==> src/sv/exlex_pkg.sv <==
// Shared types, codes and character constants of the expression lexer.
`default_nettype none

package exlex_pkg;

   localparam int QUEUE_DEPTH_DEFAULT = 4;
   localparam int SLOTS = 4;

   localparam logic [1:0] RK_VALUE = 2'd0;
   localparam logic [1:0] RK_TOKEN = 2'd1;
   localparam logic [1:0] RK_FAULT = 2'd2;
   localparam logic [1:0] RK_END   = 2'd3;

   localparam logic [1:0] FC_DUP_DOT    = 2'd0;
   localparam logic [1:0] FC_OPEN_STR   = 2'd1;
   localparam logic [1:0] FC_UNEXPECTED = 2'd2;

   localparam logic [4:0] TK_IDENT       = 5'd0;
   localparam logic [4:0] TK_INT         = 5'd1;
   localparam logic [4:0] TK_FLOAT       = 5'd2;
   localparam logic [4:0] TK_STRING      = 5'd3;
   localparam logic [4:0] TK_SYMBOL      = 5'd4;
   localparam logic [4:0] TK_TYPE        = 5'd5;
   localparam logic [4:0] TK_TYPE_COLON  = 5'd6;
   localparam logic [4:0] TK_BIND        = 5'd7;
   localparam logic [4:0] TK_STRUCT_BIND = 5'd8;
   localparam logic [4:0] TK_STRUCT_GET  = 5'd9;
   localparam logic [4:0] TK_ADD         = 5'd10;
   localparam logic [4:0] TK_SUB         = 5'd11;
   localparam logic [4:0] TK_MUL         = 5'd12;
   localparam logic [4:0] TK_DIV         = 5'd13;
   localparam logic [4:0] TK_POW         = 5'd14;
   localparam logic [4:0] TK_SEPARATOR   = 5'd15;
   localparam logic [4:0] TK_SEMICOLON   = 5'd16;
   localparam logic [4:0] TK_COMBINE     = 5'd17;
   localparam logic [4:0] TK_OPEN_PAREN  = 5'd18;
   localparam logic [4:0] TK_CLOSE_PAREN = 5'd19;
   localparam logic [4:0] TK_OPEN_FUNC   = 5'd20;
   localparam logic [4:0] TK_CLOSE_FUNC  = 5'd21;
   localparam logic [4:0] TK_OPEN_LIST   = 5'd22;
   localparam logic [4:0] TK_CLOSE_LIST  = 5'd23;

   localparam logic [7:0] CH_SPACE   = 8'h20;
   localparam logic [7:0] CH_TAB     = 8'h09;
   localparam logic [7:0] CH_NEWLINE = 8'h0A;
   localparam logic [7:0] CH_HASH    = 8'h23;
   localparam logic [7:0] CH_QUOTE   = 8'h22;
   localparam logic [7:0] CH_MINUS   = 8'h2D;
   localparam logic [7:0] CH_COLON   = 8'h3A;
   localparam logic [7:0] CH_LPAREN  = 8'h28;
   localparam logic [7:0] CH_RPAREN  = 8'h29;
   localparam logic [7:0] CH_BAR     = 8'h7C;
   localparam logic [7:0] CH_EQUALS  = 8'h3D;
   localparam logic [7:0] CH_PLUS    = 8'h2B;
   localparam logic [7:0] CH_STAR    = 8'h2A;
   localparam logic [7:0] CH_SLASH   = 8'h2F;
   localparam logic [7:0] CH_CARET   = 8'h5E;
   localparam logic [7:0] CH_COMMA   = 8'h2C;
   localparam logic [7:0] CH_SEMI    = 8'h3B;
   localparam logic [7:0] CH_LBRACK  = 8'h5B;
   localparam logic [7:0] CH_RBRACK  = 8'h5D;
   localparam logic [7:0] CH_LBRACE  = 8'h7B;
   localparam logic [7:0] CH_RBRACE  = 8'h7D;
   localparam logic [7:0] CH_GREATER = 8'h3E;
   localparam logic [7:0] CH_UNDER   = 8'h5F;
   localparam logic [7:0] CH_DOT     = 8'h2E;

   typedef struct packed {
      logic [1:0] result_kind;
      logic [4:0] token_kind;
      logic [7:0] value_byte;
      logic [1:0] fault_code;
   } slot_type;

   typedef struct packed {
      logic [1:0] last_idx;
      slot_type [SLOTS-1:0] slot;
   } bundle_type;

endpackage

`default_nettype wire

==> src/sv/exlex_if.sv <==
// Valid/ready channel interfaces for source bytes and result items.
`default_nettype none

interface exlex_req_if;
   logic       valid;
   logic       ready;
   logic [7:0] char_code;
   logic       text_end;

   modport source (output valid, output char_code, output text_end, input ready);
   modport sink (input valid, input char_code, input text_end, output ready);
endinterface

interface exlex_rsp_if;
   logic       valid;
   logic       ready;
   logic [1:0] result_kind;
   logic [4:0] token_kind;
   logic [7:0] value_byte;
   logic [1:0] fault_code;
   logic       run_last;

   modport source (output valid, output result_kind, output token_kind,
                   output value_byte, output fault_code, output run_last, input ready);
   modport sink (input valid, input result_kind, input token_kind,
                 input value_byte, input fault_code, input run_last, output ready);
endinterface

`default_nettype wire

==> src/sv/exlex_front.sv <==
// Front end: accepts one byte per cycle while accept is high and scans it into a bundle of result items.
`default_nettype none

module exlex_front
   import exlex_pkg::*;
(
   input  wire logic       clock,
   input  wire logic       reset,
   input  wire logic       accept,
   input  wire logic [7:0] char_code,
   input  wire logic       text_end,
   output bundle_type      bundle,
   output logic            bundle_valid
);

   typedef enum logic [3:0] {
      M_IDLE, M_NUM, M_IDENT, M_TYPE, M_SYM, M_STR, M_MINUS, M_COLON, M_PAREN, M_COMMENT
   } mode_type;

   typedef struct packed {
      mode_type   mode;
      logic       emit;
      logic [1:0] rk;
      logic [4:0] tk;
      logic [1:0] fc;
   } fresh_type;

   mode_type mode_ff, mode_in;
   logic     atc_ff, atc_in;
   logic     dot_ff, dot_in;
   logic     star_ff, star_in;
   logic     fault_ff, fault_in;

   slot_type  slot_v [SLOTS];
   logic [2:0] n_v;
   logic       fresh_v;
   fresh_type  fr_v;

   function automatic logic is_digit(input logic [7:0] c);
      return c >= 8'h30 && c <= 8'h39;
   endfunction

   function automatic logic is_alpha(input logic [7:0] c);
      return (c >= 8'h61 && c <= 8'h7A) || (c >= 8'h41 && c <= 8'h5A);
   endfunction

   function automatic slot_type mk(input logic [1:0] rk, input logic [4:0] tk,
                                   input logic [7:0] vb, input logic [1:0] fc);
      slot_type s;
      s.result_kind = rk;
      s.token_kind  = tk;
      s.value_byte  = vb;
      s.fault_code  = fc;
      return s;
   endfunction

   function automatic fresh_type start_fresh(input logic [7:0] c, input logic atc);
      fresh_type f;
      f.mode = M_IDLE;
      f.emit = 1'b1;
      f.rk   = RK_TOKEN;
      f.tk   = TK_IDENT;
      f.fc   = FC_DUP_DOT;
      if (c == CH_SPACE || c == CH_TAB || c == CH_NEWLINE) begin
         f.emit = 1'b0;
      end else if (is_digit(c)) begin
         f.mode = M_NUM;
         f.rk   = RK_VALUE;
         f.tk   = TK_INT;
      end else if (is_alpha(c)) begin
         f.mode = atc ? M_TYPE : M_IDENT;
         f.rk   = RK_VALUE;
         f.tk   = atc ? TK_TYPE : TK_IDENT;
      end else begin
         unique case (c)
            CH_HASH: begin
               f.mode = M_SYM;
               f.rk   = RK_VALUE;
               f.tk   = TK_SYMBOL;
            end
            CH_QUOTE: begin
               f.mode = M_STR;
               f.emit = 1'b0;
            end
            CH_MINUS: begin
               f.mode = M_MINUS;
               f.emit = 1'b0;
            end
            CH_COLON: begin
               f.mode = M_COLON;
               f.emit = 1'b0;
            end
            CH_LPAREN: begin
               f.mode = M_PAREN;
               f.emit = 1'b0;
            end
            CH_BAR:    f.tk = TK_COMBINE;
            CH_EQUALS: f.tk = TK_STRUCT_BIND;
            CH_PLUS:   f.tk = TK_ADD;
            CH_STAR:   f.tk = TK_MUL;
            CH_SLASH:  f.tk = TK_DIV;
            CH_CARET:  f.tk = TK_POW;
            CH_COMMA:  f.tk = TK_SEPARATOR;
            CH_SEMI:   f.tk = TK_SEMICOLON;
            CH_RPAREN: f.tk = TK_CLOSE_PAREN;
            CH_LBRACK: f.tk = TK_OPEN_FUNC;
            CH_RBRACK: f.tk = TK_CLOSE_FUNC;
            CH_LBRACE: f.tk = TK_OPEN_LIST;
            CH_RBRACE: f.tk = TK_CLOSE_LIST;
            default: begin
               f.rk = RK_FAULT;
               f.fc = FC_UNEXPECTED;
            end
         endcase
      end
      return f;
   endfunction

   always_comb begin
      mode_in  = mode_ff;
      atc_in   = atc_ff;
      dot_in   = dot_ff;
      star_in  = star_ff;
      fault_in = fault_ff;
      slot_v   = '{default: '0};
      n_v      = 3'd0;
      fresh_v  = 1'b0;
      fr_v     = start_fresh(char_code, 1'b0);

      if (!fault_ff) begin
         unique case (mode_ff)
            M_NUM: begin
               if (char_code == CH_DOT) begin
                  if (dot_ff) begin
                     slot_v[0] = mk(RK_FAULT, TK_IDENT, 8'd0, FC_DUP_DOT);
                     n_v       = 3'd1;
                     fault_in  = 1'b1;
                     mode_in   = M_IDLE;
                  end else begin
                     dot_in    = 1'b1;
                     slot_v[0] = mk(RK_VALUE, TK_FLOAT, char_code, FC_DUP_DOT);
                     n_v       = 3'd1;
                  end
               end else if (is_digit(char_code)) begin
                  slot_v[0] = mk(RK_VALUE, dot_ff ? TK_FLOAT : TK_INT, char_code, FC_DUP_DOT);
                  n_v       = 3'd1;
               end else begin
                  slot_v[0] = mk(RK_TOKEN, dot_ff ? TK_FLOAT : TK_INT, 8'd0, FC_DUP_DOT);
                  n_v       = 3'd1;
                  atc_in    = 1'b0;
                  dot_in    = 1'b0;
                  fresh_v   = 1'b1;
               end
            end
            M_IDENT, M_SYM: begin
               if (is_digit(char_code) || is_alpha(char_code) || char_code == CH_UNDER) begin
                  slot_v[0] = mk(RK_VALUE, (mode_ff == M_SYM) ? TK_SYMBOL : TK_IDENT,
                                 char_code, FC_DUP_DOT);
                  n_v       = 3'd1;
               end else begin
                  slot_v[0] = mk(RK_TOKEN, (mode_ff == M_SYM) ? TK_SYMBOL : TK_IDENT,
                                 8'd0, FC_DUP_DOT);
                  n_v       = 3'd1;
                  atc_in    = 1'b0;
                  fresh_v   = 1'b1;
               end
            end
            M_TYPE: begin
               if (is_digit(char_code) || is_alpha(char_code)) begin
                  slot_v[0] = mk(RK_VALUE, TK_TYPE, char_code, FC_DUP_DOT);
                  n_v       = 3'd1;
               end else begin
                  slot_v[0] = mk(RK_TOKEN, TK_TYPE, 8'd0, FC_DUP_DOT);
                  n_v       = 3'd1;
                  atc_in    = 1'b0;
                  fresh_v   = 1'b1;
               end
            end
            M_STR: begin
               if (char_code == CH_QUOTE) begin
                  slot_v[0] = mk(RK_TOKEN, TK_STRING, 8'd0, FC_DUP_DOT);
                  atc_in    = 1'b0;
                  mode_in   = M_IDLE;
               end else begin
                  slot_v[0] = mk(RK_VALUE, TK_STRING, char_code, FC_DUP_DOT);
               end
               n_v = 3'd1;
            end
            M_MINUS: begin
               n_v    = 3'd1;
               atc_in = 1'b0;
               if (char_code == CH_GREATER) begin
                  slot_v[0] = mk(RK_TOKEN, TK_STRUCT_GET, 8'd0, FC_DUP_DOT);
                  mode_in   = M_IDLE;
               end else begin
                  slot_v[0] = mk(RK_TOKEN, TK_SUB, 8'd0, FC_DUP_DOT);
                  fresh_v   = 1'b1;
               end
            end
            M_COLON: begin
               n_v = 3'd1;
               if (char_code == CH_EQUALS) begin
                  slot_v[0] = mk(RK_TOKEN, TK_BIND, 8'd0, FC_DUP_DOT);
                  atc_in    = 1'b0;
                  mode_in   = M_IDLE;
               end else begin
                  slot_v[0] = mk(RK_TOKEN, TK_TYPE_COLON, 8'd0, FC_DUP_DOT);
                  atc_in    = 1'b1;
                  fresh_v   = 1'b1;
               end
            end
            M_PAREN: begin
               if (char_code == CH_STAR) begin
                  mode_in = M_COMMENT;
                  star_in = 1'b0;
               end else begin
                  slot_v[0] = mk(RK_TOKEN, TK_OPEN_PAREN, 8'd0, FC_DUP_DOT);
                  n_v       = 3'd1;
                  atc_in    = 1'b0;
                  fresh_v   = 1'b1;
               end
            end
            M_COMMENT: begin
               if (star_ff && char_code == CH_RPAREN) begin
                  mode_in = M_IDLE;
                  star_in = 1'b0;
               end else begin
                  star_in = (char_code == CH_STAR);
               end
            end
            default: fresh_v = 1'b1;
         endcase

         if (fresh_v) begin
            fr_v    = start_fresh(char_code, atc_in);
            mode_in = fr_v.mode;
            if (fr_v.mode == M_NUM) begin
               dot_in = 1'b0;
            end
            if (fr_v.emit) begin
               slot_v[n_v[1:0]] = mk(fr_v.rk, fr_v.tk,
                                     (fr_v.rk == RK_VALUE) ? char_code : 8'd0, fr_v.fc);
               n_v = n_v + 3'd1;
               if (fr_v.rk == RK_TOKEN) begin
                  atc_in = (fr_v.tk == TK_TYPE_COLON);
               end
               if (fr_v.rk == RK_FAULT) begin
                  fault_in = 1'b1;
               end
            end
         end
      end

      if (text_end) begin
         if (!fault_in) begin
            unique case (mode_in)
               M_NUM: begin
                  slot_v[n_v[1:0]] = mk(RK_TOKEN, dot_in ? TK_FLOAT : TK_INT, 8'd0, FC_DUP_DOT);
                  n_v = n_v + 3'd1;
               end
               M_IDENT: begin
                  slot_v[n_v[1:0]] = mk(RK_TOKEN, TK_IDENT, 8'd0, FC_DUP_DOT);
                  n_v = n_v + 3'd1;
               end
               M_TYPE: begin
                  slot_v[n_v[1:0]] = mk(RK_TOKEN, TK_TYPE, 8'd0, FC_DUP_DOT);
                  n_v = n_v + 3'd1;
               end
               M_SYM: begin
                  slot_v[n_v[1:0]] = mk(RK_TOKEN, TK_SYMBOL, 8'd0, FC_DUP_DOT);
                  n_v = n_v + 3'd1;
               end
               M_STR: begin
                  slot_v[n_v[1:0]] = mk(RK_FAULT, TK_IDENT, 8'd0, FC_OPEN_STR);
                  n_v = n_v + 3'd1;
               end
               M_MINUS: begin
                  slot_v[n_v[1:0]] = mk(RK_TOKEN, TK_SUB, 8'd0, FC_DUP_DOT);
                  n_v = n_v + 3'd1;
               end
               M_COLON: begin
                  slot_v[n_v[1:0]] = mk(RK_TOKEN, TK_TYPE_COLON, 8'd0, FC_DUP_DOT);
                  n_v = n_v + 3'd1;
               end
               M_PAREN: begin
                  slot_v[n_v[1:0]] = mk(RK_TOKEN, TK_OPEN_PAREN, 8'd0, FC_DUP_DOT);
                  n_v = n_v + 3'd1;
               end
               default: ;
            endcase
         end
         slot_v[n_v[1:0]] = mk(RK_END, TK_IDENT, 8'd0, FC_DUP_DOT);
         n_v      = n_v + 3'd1;
         mode_in  = M_IDLE;
         atc_in   = 1'b0;
         dot_in   = 1'b0;
         star_in  = 1'b0;
         fault_in = 1'b0;
      end
   end

   always_comb begin
      for (int i = 0; i < SLOTS; i++) begin
         bundle.slot[i] = slot_v[i];
      end
      bundle.last_idx = n_v[1:0] - 2'd1;
      bundle_valid    = accept && (n_v != 3'd0);
   end

   always_ff @(posedge clock) begin
      if (reset) begin
         mode_ff  <= M_IDLE;
         atc_ff   <= 1'b0;
         dot_ff   <= 1'b0;
         star_ff  <= 1'b0;
         fault_ff <= 1'b0;
      end else if (accept) begin
         mode_ff  <= mode_in;
         atc_ff   <= atc_in;
         dot_ff   <= dot_in;
         star_ff  <= star_in;
         fault_ff <= fault_in;
      end
   end

endmodule

`default_nettype wire

==> src/sv/exlex_queue.sv <==
// Short queue of result bundles between the front and back ends.
`default_nettype none

module exlex_queue
   import exlex_pkg::*;
#(
   parameter int DEPTH = QUEUE_DEPTH_DEFAULT
) (
   input  wire logic       clock,
   input  wire logic       reset,
   input  wire logic       push,
   input  wire bundle_type push_data,
   input  wire logic       pop,
   output bundle_type      head,
   output logic            full,
   output logic            empty
);

   localparam int PTR_W = (DEPTH > 1) ? $clog2(DEPTH) : 1;
   localparam int CNT_W = $clog2(DEPTH + 1);

   bundle_type         store_ff [DEPTH];
   logic [PTR_W-1:0]   wr_ptr_ff, wr_ptr_in;
   logic [PTR_W-1:0]   rd_ptr_ff, rd_ptr_in;
   logic [CNT_W-1:0]   count_ff, count_in;

   assign full  = (count_ff == CNT_W'(DEPTH));
   assign empty = (count_ff == '0);
   assign head  = store_ff[rd_ptr_ff];

   always_comb begin
      wr_ptr_in = wr_ptr_ff;
      rd_ptr_in = rd_ptr_ff;
      count_in  = count_ff;
      if (push) begin
         wr_ptr_in = (wr_ptr_ff == PTR_W'(DEPTH - 1)) ? '0 : wr_ptr_ff + PTR_W'(1);
      end
      if (pop) begin
         rd_ptr_in = (rd_ptr_ff == PTR_W'(DEPTH - 1)) ? '0 : rd_ptr_ff + PTR_W'(1);
      end
      if (push && !pop) begin
         count_in = count_ff + CNT_W'(1);
      end else if (pop && !push) begin
         count_in = count_ff - CNT_W'(1);
      end
   end

   always_ff @(posedge clock) begin
      if (reset) begin
         wr_ptr_ff <= '0;
         rd_ptr_ff <= '0;
         count_ff  <= '0;
      end else begin
         wr_ptr_ff <= wr_ptr_in;
         rd_ptr_ff <= rd_ptr_in;
         count_ff  <= count_in;
      end
   end

   always_ff @(posedge clock) begin
      if (push) begin
         store_ff[wr_ptr_ff] <= push_data;
      end
   end

endmodule

`default_nettype wire

==> src/sv/exlex_back.sv <==
// Back end: drains bundles one result item per cycle, while rsp_bus is ready, into the output register.
`default_nettype none

module exlex_back
   import exlex_pkg::*;
(
   input  wire logic        clock,
   input  wire logic        reset,
   input  wire bundle_type  head,
   input  wire logic        empty,
   output logic             pop,
   exlex_rsp_if.source      rsp_bus
);

   logic [1:0] idx_ff, idx_in;
   logic       valid_ff;
   slot_type   slot_ff;
   logic       last_ff;
   logic       load;
   logic       at_last;

   assign load    = !empty && (!valid_ff || rsp_bus.ready);
   assign at_last = (idx_ff == head.last_idx);
   assign pop     = load && at_last;
   assign idx_in  = at_last ? 2'd0 : idx_ff + 2'd1;

   always_ff @(posedge clock) begin
      if (reset) begin
         idx_ff   <= 2'd0;
         valid_ff <= 1'b0;
      end else begin
         if (load) begin
            idx_ff <= idx_in;
         end
         if (load) begin
            valid_ff <= 1'b1;
         end else if (rsp_bus.ready) begin
            valid_ff <= 1'b0;
         end
      end
   end

   always_ff @(posedge clock) begin
      if (load) begin
         slot_ff <= head.slot[idx_ff];
         last_ff <= at_last;
      end
   end

   assign rsp_bus.valid       = valid_ff;
   assign rsp_bus.result_kind = slot_ff.result_kind;
   assign rsp_bus.token_kind  = slot_ff.token_kind;
   assign rsp_bus.value_byte  = slot_ff.value_byte;
   assign rsp_bus.fault_code  = slot_ff.fault_code;
   assign rsp_bus.run_last    = last_ff;

endmodule

`default_nettype wire

==> src/sv/expression_language_lexer_core.sv <==
// A byte's items are registered in the bundle queue and then in the output register.
// Throughput: one byte per cycle while each byte yields at most one item and rsp_bus
// is ready; up to four items of one byte take the single output register in turn.
// Input is taken whenever the bundle queue between the scanner and the drain has room.
// Synchronous reset returns the scanner to idle with no open token and empties the queue.
`default_nettype none

module expression_language_lexer_core
   import exlex_pkg::*;
#(
   parameter int QUEUE_DEPTH = QUEUE_DEPTH_DEFAULT
) (
   input  wire logic   clock,
   input  wire logic   reset,
   exlex_req_if.sink   req_bus,
   exlex_rsp_if.source rsp_bus
);

   bundle_type bundle;
   bundle_type head;
   logic       bundle_valid;
   logic       full;
   logic       empty;
   logic       pop;
   logic       accept;

   assign req_bus.ready = !full;
   assign accept        = req_bus.valid && !full;

   exlex_front u_front (
      .clock        (clock),
      .reset        (reset),
      .accept       (accept),
      .char_code    (req_bus.char_code),
      .text_end     (req_bus.text_end),
      .bundle       (bundle),
      .bundle_valid (bundle_valid)
   );

   exlex_queue #(
      .DEPTH (QUEUE_DEPTH)
   ) u_queue (
      .clock     (clock),
      .reset     (reset),
      .push      (bundle_valid),
      .push_data (bundle),
      .pop       (pop),
      .head      (head),
      .full      (full),
      .empty     (empty)
   );

   exlex_back u_back (
      .clock   (clock),
      .reset   (reset),
      .head    (head),
      .empty   (empty),
      .pop     (pop),
      .rsp_bus (rsp_bus)
   );

endmodule

`default_nettype wire

==> src/flat_wrapper.sv <==
// flat-port wrapper written by rule: the top's interface ports become plain ports
module expression_language_lexer_core_flat import exlex_pkg::*;
#(
   parameter int QUEUE_DEPTH = QUEUE_DEPTH_DEFAULT
)
  (clock, reset, req_bus_valid, req_bus_char_code, req_bus_text_end, req_bus_ready, rsp_bus_valid, rsp_bus_result_kind, rsp_bus_token_kind, rsp_bus_value_byte, rsp_bus_fault_code, rsp_bus_run_last, rsp_bus_ready);
  exlex_req_if req_bus_i ();
  exlex_rsp_if rsp_bus_i ();
  input  wire logic clock;
  input  wire logic reset;
  input wire logic [$bits(req_bus_i.valid)-1:0] req_bus_valid;
  input wire logic [$bits(req_bus_i.char_code)-1:0] req_bus_char_code;
  input wire logic [$bits(req_bus_i.text_end)-1:0] req_bus_text_end;
  output wire logic [$bits(req_bus_i.ready)-1:0] req_bus_ready;
  output wire logic [$bits(rsp_bus_i.valid)-1:0] rsp_bus_valid;
  output wire logic [$bits(rsp_bus_i.result_kind)-1:0] rsp_bus_result_kind;
  output wire logic [$bits(rsp_bus_i.token_kind)-1:0] rsp_bus_token_kind;
  output wire logic [$bits(rsp_bus_i.value_byte)-1:0] rsp_bus_value_byte;
  output wire logic [$bits(rsp_bus_i.fault_code)-1:0] rsp_bus_fault_code;
  output wire logic [$bits(rsp_bus_i.run_last)-1:0] rsp_bus_run_last;
  input wire logic [$bits(rsp_bus_i.ready)-1:0] rsp_bus_ready;
  assign req_bus_i.valid = req_bus_valid;
  assign req_bus_i.char_code = req_bus_char_code;
  assign req_bus_i.text_end = req_bus_text_end;
  assign req_bus_ready = req_bus_i.ready;
  assign rsp_bus_valid = rsp_bus_i.valid;
  assign rsp_bus_result_kind = rsp_bus_i.result_kind;
  assign rsp_bus_token_kind = rsp_bus_i.token_kind;
  assign rsp_bus_value_byte = rsp_bus_i.value_byte;
  assign rsp_bus_fault_code = rsp_bus_i.fault_code;
  assign rsp_bus_run_last = rsp_bus_i.run_last;
  assign rsp_bus_i.ready = rsp_bus_ready;
  expression_language_lexer_core #(.QUEUE_DEPTH(QUEUE_DEPTH)) u_core (.clock(clock), .reset(reset), .req_bus(req_bus_i), .rsp_bus(rsp_bus_i));
endmodule
==> config.mk <==
export PLATFORM = sky130hd
export DESIGN_NAME = expression_language_lexer_core_flat
export DESIGN_NICKNAME = d
export VERILOG_FILES = /design/src/sv/exlex_pkg.sv /design/src/sv/exlex_if.sv /design/src/sv/exlex_front.sv /design/src/sv/exlex_queue.sv /design/src/sv/exlex_back.sv /design/src/sv/expression_language_lexer_core.sv /design/src/flat_wrapper.sv
export SDC_FILE = /design/constraint.sdc
export NUM_CORES = 1
export LEC_CHECK = 0
export ABC_AREA = 1
export BUFFER_PORTS_ARGS = -buffer_cell sky130_fd_sc_hd__buf_2
export CORE_ASPECT_RATIO = 1.1
export CORE_UTILIZATION = 30
export DETAILED_ROUTE_END_ITERATION = 8
export GPL_TIMING_DRIVEN = 1
export PLACE_DENSITY_LB_ADDON = 0.25
export SLEW_MARGIN = 20
export SYNTH_ARGS = -nofsm -noshare
export SYNTH_HDL_FRONTEND = slang
export SYNTH_SLANG_ARGS = --single-unit
==> constraint.sdc <==
create_clock -name clock -period 8.4 [get_ports clock]
set_clock_uncertainty 0.05 [all_clocks]
set_input_delay 2.52 -clock clock [delete_from_list [all_inputs] [get_ports clock]]
set_output_delay 2.52 -clock clock [all_outputs]
set_load 0.01 [all_outputs]
; ---- Word-level counts from Yosys, hierarchy flattened
; Memories as Yosys holds them, arrays and structs flattened. A register that Yosys moved wholly into a read port is not among the register bits.
; Cells that the tools add are included.
[word_totals]
ff_bits = 36
latch_bits = 0
ram_bits = 280
mem_bits_ro = 0
out_inout_bits = 20
memories = 1
[mem_list]
columns = memory, words, word_bits, read_ports, rd_clocked_by_memory_dff, write_ports, line
row1 = u_core.u_queue.store_ff, 4, 70, 1, 1, 1, exlex_queue.sv:22  ; bundle_type store_ff [DEPTH];
[op_classes]
n_addsub = 9
mul = 0
div = 0
n_lt_le_gt_ge = 13
eq_ne = 51
shift = 0
muxes = 130
n_bitwise = 27
reduce_logical = 39
[ops]
columns = operator, count
row1 = one-hot mux 68 bit (8 select lines), 1
row2 = 2-to-1 mux 68 bit, 6
row3 = AND 60 bit, 3
row4 = NOT 60 bit, 3
row5 = AND 56 bit, 3
row6 = NOT 56 bit, 3
row7 = bitwise mux 68 bit, 2
row8 = "== test 8 x 6 -> 1 bit, second input constant", 15
row9 = 2-to-1 mux 17 bit, 7
row10 = one-hot mux 17 bit (7 select lines), 1
row11 = demux 17 bit (select 2 bit), 3
row12 = 2-to-1 mux 16 bit, 5
row13 = one-hot mux 5 bit (14 select lines), 1
row14 = AND 64 bit, 1
row15 = NOT 64 bit, 1
row16 = 2-to-1 mux 4 bit, 15
row17 = "== test 8 x 7 -> 1 bit, second input constant", 7
row18 = AND 52 bit, 1
row19 = NOT 52 bit, 1
row20 = 2-to-1 mux 1 bit, 51
row21 = 2-to-1 mux 3 bit, 12
row22 = OR 12 bit, 3
row23 = binary-select mux 17 bit (select 2 bit), 1
row24 = "== test 4 x 3 -> 1 bit, second input constant", 8
row25 = 52 further kinds, 115

; ---- Depth between registers and ports, before layout
; Gate-level depths: netlist (run 1).
[logic_depth]
word_depth = 29
mapped_depth = 40
ltp_nobuf = 39

; ---- Hierarchy
; Synthesis (run 1) repeated with hierarchy kept, for this count alone.
[unflattened]
cells_unflattened = 1487
hier_area_um2 = 15800.2
[modules_own_cells]
columns = module, n_inst, cells_each, area_each_um2, seq_area_each_um2
row1 = exlex_queue, 1, 735, 11407.2, 8588.2
row2 = exlex_front, 1, 603, 3134.3, 160.2
row3 = exlex_back, 1, 146, 1244.9, 600.6
row4 = expression_language_lexer_core, 1, 3, 13.8, 0.0

; ---- Worst setup path before layout (run 1)
; OpenSTA, ideal clock, no wires.
[synth_path]
path_kind = input port to flip-flop
startpoint = in req_bus_char_code[4]
endpoint = mem u_core.u_queue.store_ff[0][0] (netlist name), enable pin
setup_time_ps = 462
t_arrival_ps = 7725
t_required_ps = 7888
setup_slack_ps = 163
stages = 24
cell_sequence = inv_2 -> nand2_1 -> nor2_4 -> nand2_2 -> nand2_2 -> inv_2 -> nor2_1 -> inv_1 -> ha_1 -> nor2_1 -> nor3_1 -> inv_1 -> ha_1 -> o21ai_1 -> inv_1 -> ha_1 -> nand2_1 -> o21ai_0 -> ha_1 -> nand2_1 -> inv_1 -> nand2_1 -> nand2_2 -> nor2_1
[synth_between]
elab_chain_cells = 27
[synth_lines]
columns = element, line
row1 = from (decl), flat_wrapper.sv:12  ; input wire logic [$bits(req_bus_i.char_code)-1:0] req_bus_char_code;
row2 = greater-or-equal comparator 8 x 7 -> 1 bit or <= comparator 8 x 7 -> 1 bit (tied branches), exlex_front.sv:44  ; return (c >= 8'h61 && c <= 8'h7A) || (c >= 8'h41 && c <= 8'h5A);
row3 = logical AND 1 bit, exlex_front.sv:44
row4 = logical OR 1 bit, exlex_front.sv:44
row5 = logical OR 1 bit, "exlex_front.sv:156, exlex_front.sv:169"
row6 = logical OR 1 bit, exlex_front.sv:156  ; if (is_digit(char_code) || is_alpha(char_code) || char_code == CH_UNDER) begin
row7 = 2-to-1 mux 1 bit, exlex_front.sv:156
row8 = one-hot mux 1 bit (7 select lines), exlex_front.sv:131  ; unique case (mode_ff)
row9 = 2-to-1 mux 1 bit, exlex_front.sv:130  ; if (!fault_ff) begin
row10 = [11 not listed], --
row11 = 2-to-1 mux 3 bit, exlex_front.sv:255  ; if (!fault_in) begin
row12 = 2-to-1 mux 3 bit, exlex_front.sv:254  ; if (text_end) begin
row13 = adder 3 x 1 -> 3 bit, exlex_front.sv:293  ; n_v = n_v + 3'd1;
row14 = 2-to-1 mux 3 bit *, exlex_front.sv:254
row15 = nonzero test 3 bit *, exlex_front.sv:307  ; bundle_valid = accept && (n_v != 3'd0);
row16 = logical AND 1 bit *, exlex_front.sv:307
row17 = 2-to-1 mux 1 bit *, exlex_queue.sv:61  ; if (push) begin
row18 = 2-to-1 mux 1 bit (implied by the code) *, exlex_queue.sv:62  ; store_ff[wr_ptr_ff] <= push_data;
row19 = to (decl), exlex_queue.sv:22
; Mark *: on every way between the ends. The rest lies on a longest branch, timed or not. The select of a mux whose other input is x is not followed.

; ---- Worst setup path in the final report (run 1)
[layout_path]
startpoint = in req_bus_char_code[4]
endpoint = reg u_core.u_queue.count_ff[2]
[layout_between]
elab_chain_cells = 28
[layout_lines]
columns = element, line
row1 = greater-or-equal comparator 8 x 7 -> 1 bit or <= comparator 8 x 7 -> 1 bit (tied branches), exlex_front.sv:44
row2 = logical AND 1 bit, exlex_front.sv:44
row3 = logical OR 1 bit, exlex_front.sv:44
row4 = logical OR 1 bit, "exlex_front.sv:156, exlex_front.sv:169"
row5 = logical OR 1 bit, exlex_front.sv:156
row6 = 2-to-1 mux 1 bit, exlex_front.sv:156
row7 = one-hot mux 1 bit (7 select lines), exlex_front.sv:131
row8 = 2-to-1 mux 1 bit, exlex_front.sv:130
row9 = [13 not listed], --
row10 = adder 3 x 1 -> 3 bit, exlex_front.sv:293
row11 = 2-to-1 mux 3 bit *, exlex_front.sv:254
row12 = nonzero test 3 bit *, exlex_front.sv:307
row13 = logical AND 1 bit *, exlex_front.sv:307
row14 = net u_core.bundle_valid, expression_language_lexer_core.sv:21  ; logic bundle_valid;
row15 = zero test 1 bit, exlex_queue.sv:43  ; end else if (pop && !push) begin
row16 = logical AND 1 bit, exlex_queue.sv:43
row17 = nonzero test 2 bit (no source line), --
row18 = to (signal assigned), exlex_queue.sv:56  ; count_ff <= count_in;
row19 = to (decl), exlex_queue.sv:25  ; logic [CNT_W-1:0] count_ff, count_in;
; The timed path passes the listed nets; every way through them passes the cells marked *. The select of a mux whose other input is x is not followed.
; A chain may end at the register's enable or synchronous reset.

==> results of run 1 <==
## worst max-delay path, delay by kind of cell
family	cells	cell delay (ns)
and+or+nand+nor	14	1.71
adders and majority gates	6	1.65
buffers and inverters	10	0.98
AOI/OAI and AO/OA	4	0.53
## power by group through the flow
stage          Sequential, W  Combinational (W)  Clock (W)
2_1_floorplan        0.00174           0.000681          0
6_report             0.00170            0.00106    0.00113
3_3_place_gp         0.00173            0.00108          0
4_1_cts              0.00171            0.00109    0.00115
3_5_place_dp         0.00173            0.00108          0
5_1_grt              0.00172            0.00120    0.00119
## through the flow
step | total power, W | cells
floorplan | 0.00242 | 1218
global placement | 0.00281 | 1715
detailed placement | 0.00281 | 1715
CTS | 0.00394 | 1762
global route | 0.00411 | 1762
finish | 0.00389 | 1762
## cells in the final DEF (no fill, tap or decap), drive strengths merged
cell type,n
a2111oi,1
dfxtp,20
o21a,1
a21boi,1
o211ai,10
a31oi,19
nor3b,1
and2,1
nor3,22
nand3,48
o21ai,167
clkinv,7
fa,1
a41oi,1
o22ai,22
or2,2
o21bai,2
clkinvlp,1
bufinv,1
o2111ai,1
nand2,171
and3,1
ha,18
xor2,4
nor2,232
o211a,1
nor4,4
o31ai,2
conb,4
o221ai,24
inv,106
edfxtp,226
a21oi,40
nand4,11
buf,43
clkbuf,38
a221oi,1
## worst min path at each step
stage,end,depth (start not counted),slack [ns],from
after floorplan,u_core.u_front.atc_ff,2,0.39,u_core.u_front.atc_ff
after global placement,u_core.u_front.atc_ff,2,0.44,u_core.u_front.atc_ff
after detailed placement,u_core.u_front.atc_ff,2,0.44,u_core.u_front.atc_ff
after CTS,u_core.u_front.atc_ff,2,0.45,u_core.u_front.atc_ff
after global routing,u_core.u_front.atc_ff,2,0.46,u_core.u_front.atc_ff
final,u_core.u_front.atc_ff,2,0.44,u_core.u_front.atc_ff
## routing by layer
metal / share of wire, % / track usage, % / vias up
li1: - / - / 4307
met1: 43 / 20.1 / 4284
met2: 49 / 27.4 / 234
met3: 4.2 / 1.76 / 75
met4: 3.7 / 6.95 / 0
met5: 0 / 0 / -
## kinds of logic after synthesis
logic type | after synthesis | synth area share [%]
buffers and inverters | 159 | 5.05
adder cells (fa/ha/maj) | 19 | 2.05
AO/OA/AOI/OAI | 293 | 14.5
XOR/XNOR | 4 | 0.294
flip-flops | 246 | 60.2
other | 1 | 0.0314
AND/OR/NAND/NOR | 493 | 17.8
## final cells by class
class	count	area share (%)
tap	507	4.68
sequential	246	53.1
multi-input combinational	813	31.0
inverter	106	2.94
clock buffer	38	5.58
timing repair buffer	43	2.16
clock inverter	9	0.591
## state kept, by name, summed over array words and instances, names as in the netlist, named ones only
name                               cells
u_core.u_back.rsp_bus.run_last         1
u_core.u_queue.wr_ptr_ff               2
u_core.u_front.star_ff                 1
u_core.u_back.rsp_bus.fault_code       2
u_core.u_back.idx_ff                   2
u_core.u_front.mode_ff                 4
u_core.u_front.atc_ff                  1
u_core.u_back.rsp_bus.token_kind       5
u_core.u_front.fault_ff                1
u_core.u_front.dot_ff                  1
u_core.u_queue.count_ff                3
u_core.u_queue.store_ff              208
u_core.u_back.rsp_bus.valid            1
u_core.u_back.rsp_bus.value_byte       8
u_core.u_back.rsp_bus.result_kind      2
u_core.u_queue.rd_ptr_ff               2
==> flow_summary.toml, run 1 <==
[timing]
rsz0062_at_grt = "false"
final_hold_viol_count = 0
timing.final.ws_setup_ns = 1.43
worst-slew-pin-transition_ns = 1.11
max_freq_mhz = 143
report.final.slew_viol_count = 0
fin_tns_setup_ns = 0
timing.final.crit_period_ns = 6.97
finalCritPeriodShare_pct = 83.0
relSlewSlack_pct = 25.6
whs_ns = 0.441
finalSetupViolCount = 0

[setup_path]
max_stage_delay_ns = 0.43
cp-startpoint = "req_bus_char_code[4]"
cp_common_cell = "inv_1"
rrSetupSlack_ns = 2.96
cp-end-kind = "flop"
worst_ep_required_time_ns = 8.83
start_kind = "input port"
cp.arrival_ns = 7.40
cp_slowest_cell = "fa_1"
r2r_end = "u_core.u_queue.count_ff[2]"
worstReg2RegStart = "u_core.u_front.mode_ff[2]"
cp_max_fo = 9
reg2reg_depth = 34
critPathCapture = "u_core.u_queue.count_ff[2]"
worstSetupPathType = "in2reg"

[drt]
dr.pass1.iters = 6
drc = 0
wl_mm = 32.1
drt_iter0_markers = 741
vias_per_cell = 5.05
vias = 8900
wl_per_cell_um = 18.2
ant_nets = 0

[layout]
diodes = 0
seq_area_mm2 = 0.00719
area_delta_synth_final_pct = 13.6
multi_input_area_mm2 = 0.00420
final_nets = 1268
drive_gt1_share_pct = 11.3
design_area_mm2 = 0.0136
final_core_util_pct = 34.6
fill_cells = 3939

[clocking]
cts_root_buffer = "clkbuf_16"
cts_resized = 0
cts_sinks = 246
clockBufferDepth = 3
postCtsHoldBufs = 0
cts_buffers = 26
cts_tree = "yes"
clk_latency_ns = 0.54
path_clk_slew_ns = 0.06
cts_setup_buffers = 0
h-tree-depth = 1

[hold_path]
hp-class = "reg2reg"

[power]
intPower_w = 0.00259
p_sw_share_pct = 33.4
leakage_nw = 4.96
clock_power_share_pct = 28.9
p_comb_share_pct = 27.3
power_density_mw_per_mm2 = 287
p_seq_share_pct = 43.8
p_switching_w = 0.00130
ir_worst_vdd_uv = 129

[floorplanning]
die_y_um = 211
num_io_pins = 33
die_area_mm2 = 0.0406
start_util_pct = 30.5
rows = 76
core_area_mm2 = 0.0392
fp.dieW_um = 192

[yosys]
yosys_register_bits = 246
synth_edf_count = 226
yosysTopAreaCell = "edfxtp_1"
yosys_warnings = 0
synthArstFlopShare_pct = 0
syn_area_per_cell_um2 = 9.82
yosysTopAreaCellShare_pct = 56.9
yosysMostFrequentCell = "edfxtp_1"
synth_common_cells = "226 x edfxtp_1, 218 x nor2_1, 159 x nand2_1"
synth_top_flop_cell = "edfxtp_1"
ys_types = 50
synthTopCellsByArea = "edfxtp_1 57%, nor2_1 6.9%, o21ai_0 6.4%, nand2_1 5.0%, dfxtp_1 3.4%"
synthCells = 1215
ys_seq_area_share_pct = 60.2
synth_area_mm2 = 0.0119

[run]
cap_viol_max_count = 0

[placement]
port_buffers = 32
routabilityCongestion = 0.928
dp_hpwl_mm = 20.4
place_ws_ns = 0.864
placed_cell_area_mm2 = 0.0127

[global_route]
grt_pass1_wl_mm = 49.9
grt_pass1_vias = 8960
grt_max_degree = 105
track_usage_pct = 15.9
antenna_found_initial = 0
grt_overflow = 0

[status]
status = "complete, no violations"
No activity file was read; power rests on OpenSTA's default activity.
==> run 2: changes to the inputs <==
- clock period: 8.4 -> 5.7 ns (I/O delays scaled with it)
==> run 2 against run 1 <==
Compared with the run above:
- flip-flop and latch count unchanged
- clock power up 49%
- wire length increased by 1.9%
- cell area up 8.9%
- via count up 3.5%
- setup slack got worse by 1.1 ns
- utilization grew 3.1 points
- worst hold slack got worse by 0.0049 ns
- combinational power is 67% higher
- critical path depth up 1
- first-iteration DRC count decreased by 11%
- largest power group unchanged
- sequential share of layout area down 4.3 points
- largest cell class unchanged
==> flow_summary.toml, run 2 (synthesis results as in run 1) <==
[layout]
fill_cells = 3863
diodes = 0
design_area_mm2 = 0.0148
seq_area_mm2 = 0.00719
multi_input_area_mm2 = 0.00436
area_delta_synth_final_pct = 23.7
final_common_cell = "edfxtp_1"
largest_register = "u_core.u_queue.store_ff"
largest_reg_flops = 208
final_nets = 1382
mostFrequentLayoutCells = "226 x edfxtp_1, 209 x nor2_1, 151 x o21ai_0"
final_core_util_pct = 37.7
drive_gt1_share_pct = 20.7

[placement]
port_buffers = 32
routabilityCongestion = 0.846
placed_cell_area_mm2 = 0.0138
dp_hpwl_mm = 22.4

[setup_path]
max_stage_delay_ns = 0.44
worst_ep_required_time_ns = 6.12
cp_common_cell = "nand2_1"
cp_max_fo = 5
start_kind = "input port"
cp_slowest_cell = "fa_1"
cp.arrival_ns = 5.76
worstSetupPathType = "in2reg"
cp-end-kind = "flop"

[floorplanning]
start_util_pct = 30.5
core_area_mm2 = 0.0392
num_io_pins = 33
rows = 76
fp.dieW_um = 192
die_area_mm2 = 0.0406
die_y_um = 211

[clocking]
cts_buffers = 26
cts_sinks = 246
clk_latency_ns = 0.54
cts_tree = "yes"
postCtsHoldBufs = 0
clockBufferDepth = 3
path_clk_slew_ns = 0.06
cts_root_buffer = "clkbuf_16"
h-tree-depth = 1

[power]
leakage_nw = 5.61
power_density_mw_per_mm2 = 405
ir_worst_vdd_uv = 235

[global_route]
grt_pass1_wl_mm = 50.5
track_usage_pct = 16.2
grt_pass1_vias = 8809
grt_overflow = 0
antenna_found_initial = 0
grt_max_degree = 85

[drt]
dr.pass1.iters = 5
vias_per_cell = 4.92
vias = 9211
wl_per_cell_um = 17.4
wl_mm = 32.7
ant_nets = 0
drc = 0
drt_iter0_markers = 658

[timing]
worst-slew-pin-transition_ns = 0.866
finalSetupViolCount = 0
max_freq_mhz = 187
finalCritPeriodShare_pct = 93.7
fin_tns_setup_ns = 0
relSlewSlack_pct = 40.8
final_hold_viol_count = 0
report.final.slew_viol_count = 0
timing.final.crit_period_ns = 5.34

[run]
cap_viol_max_count = 0

[hold_path]
hp-class = "reg2reg"

[status]
status = "complete, no violations"
## run 2: power breakdown
part           internal, W  total (W)  switching (W)
registers          0.00240    0.00253       0.000129
clock network     0.000988    0.00168       0.000688
logic             0.000612    0.00177        0.00115
total              0.00400    0.00597        0.00197
## run 2: worst paths after layout
path	slack, ns	start	to	depth (start not counted)
setup / recovery	0.36	req_bus_char_code[0]	u_core.u_queue.count_ff[2]	35
hold / removal	0.44	u_core.u_front.atc_ff	u_core.u_front.atc_ff	2
setup reg to reg	1.02	u_core.u_front.mode_ff[2]	u_core.u_queue.count_ff[2]	36
hold reg to reg	0.44	u_core.u_front.atc_ff	u_core.u_front.atc_ff	2
## run 2: worst max-delay path: cells and delay by family
family | cells | cell delay, ns
adder cells (fa/ha/maj) | 4 | 1.05
AO/OA/AOI/OAI | 7 | 0.81
buffers and inverters | 6 | 0.51
AND/OR/NAND/NOR | 18 | 1.67
## run 2: cell type report
class	count	share of cell area (%)
inverter	106	2.85
tap	507	4.30
clock buffer	35	5.43
timing repair buffer	156	8.71
clock inverter	9	0.407
multi-input combinational	814	29.6
sequential	246	48.7
## run 2: metal layers
layer / track usage, % / wire (µm)
met4: 5.35 / 956
met2: 28.4 / 16200
met5: 0 / 0
met3: 1.64 / 1050
met1: 20.6 / 14400
## run 2: what timing repair did
item | 4_1_cts | 5_1_grt
buffers inserted | 0 | 5
resized for setup | 0 | 25
endpoints found under the setup margin | 0 | 1
## run 2: stage by stage
step           setup WS, ns  instances  power (W)  hold WS, ns
6_report              0.359       1873    0.00597        0.436
5_1_grt             -0.0598       1873    0.00630        0.438
4_1_cts               0.354       1867    0.00603        0.444
3_5_place_dp         -0.210       1823    0.00434        0.434
3_3_place_gp         -0.238       1823    0.00433        0.429
2_1_floorplan       -0.0845       1218    0.00358        0.394
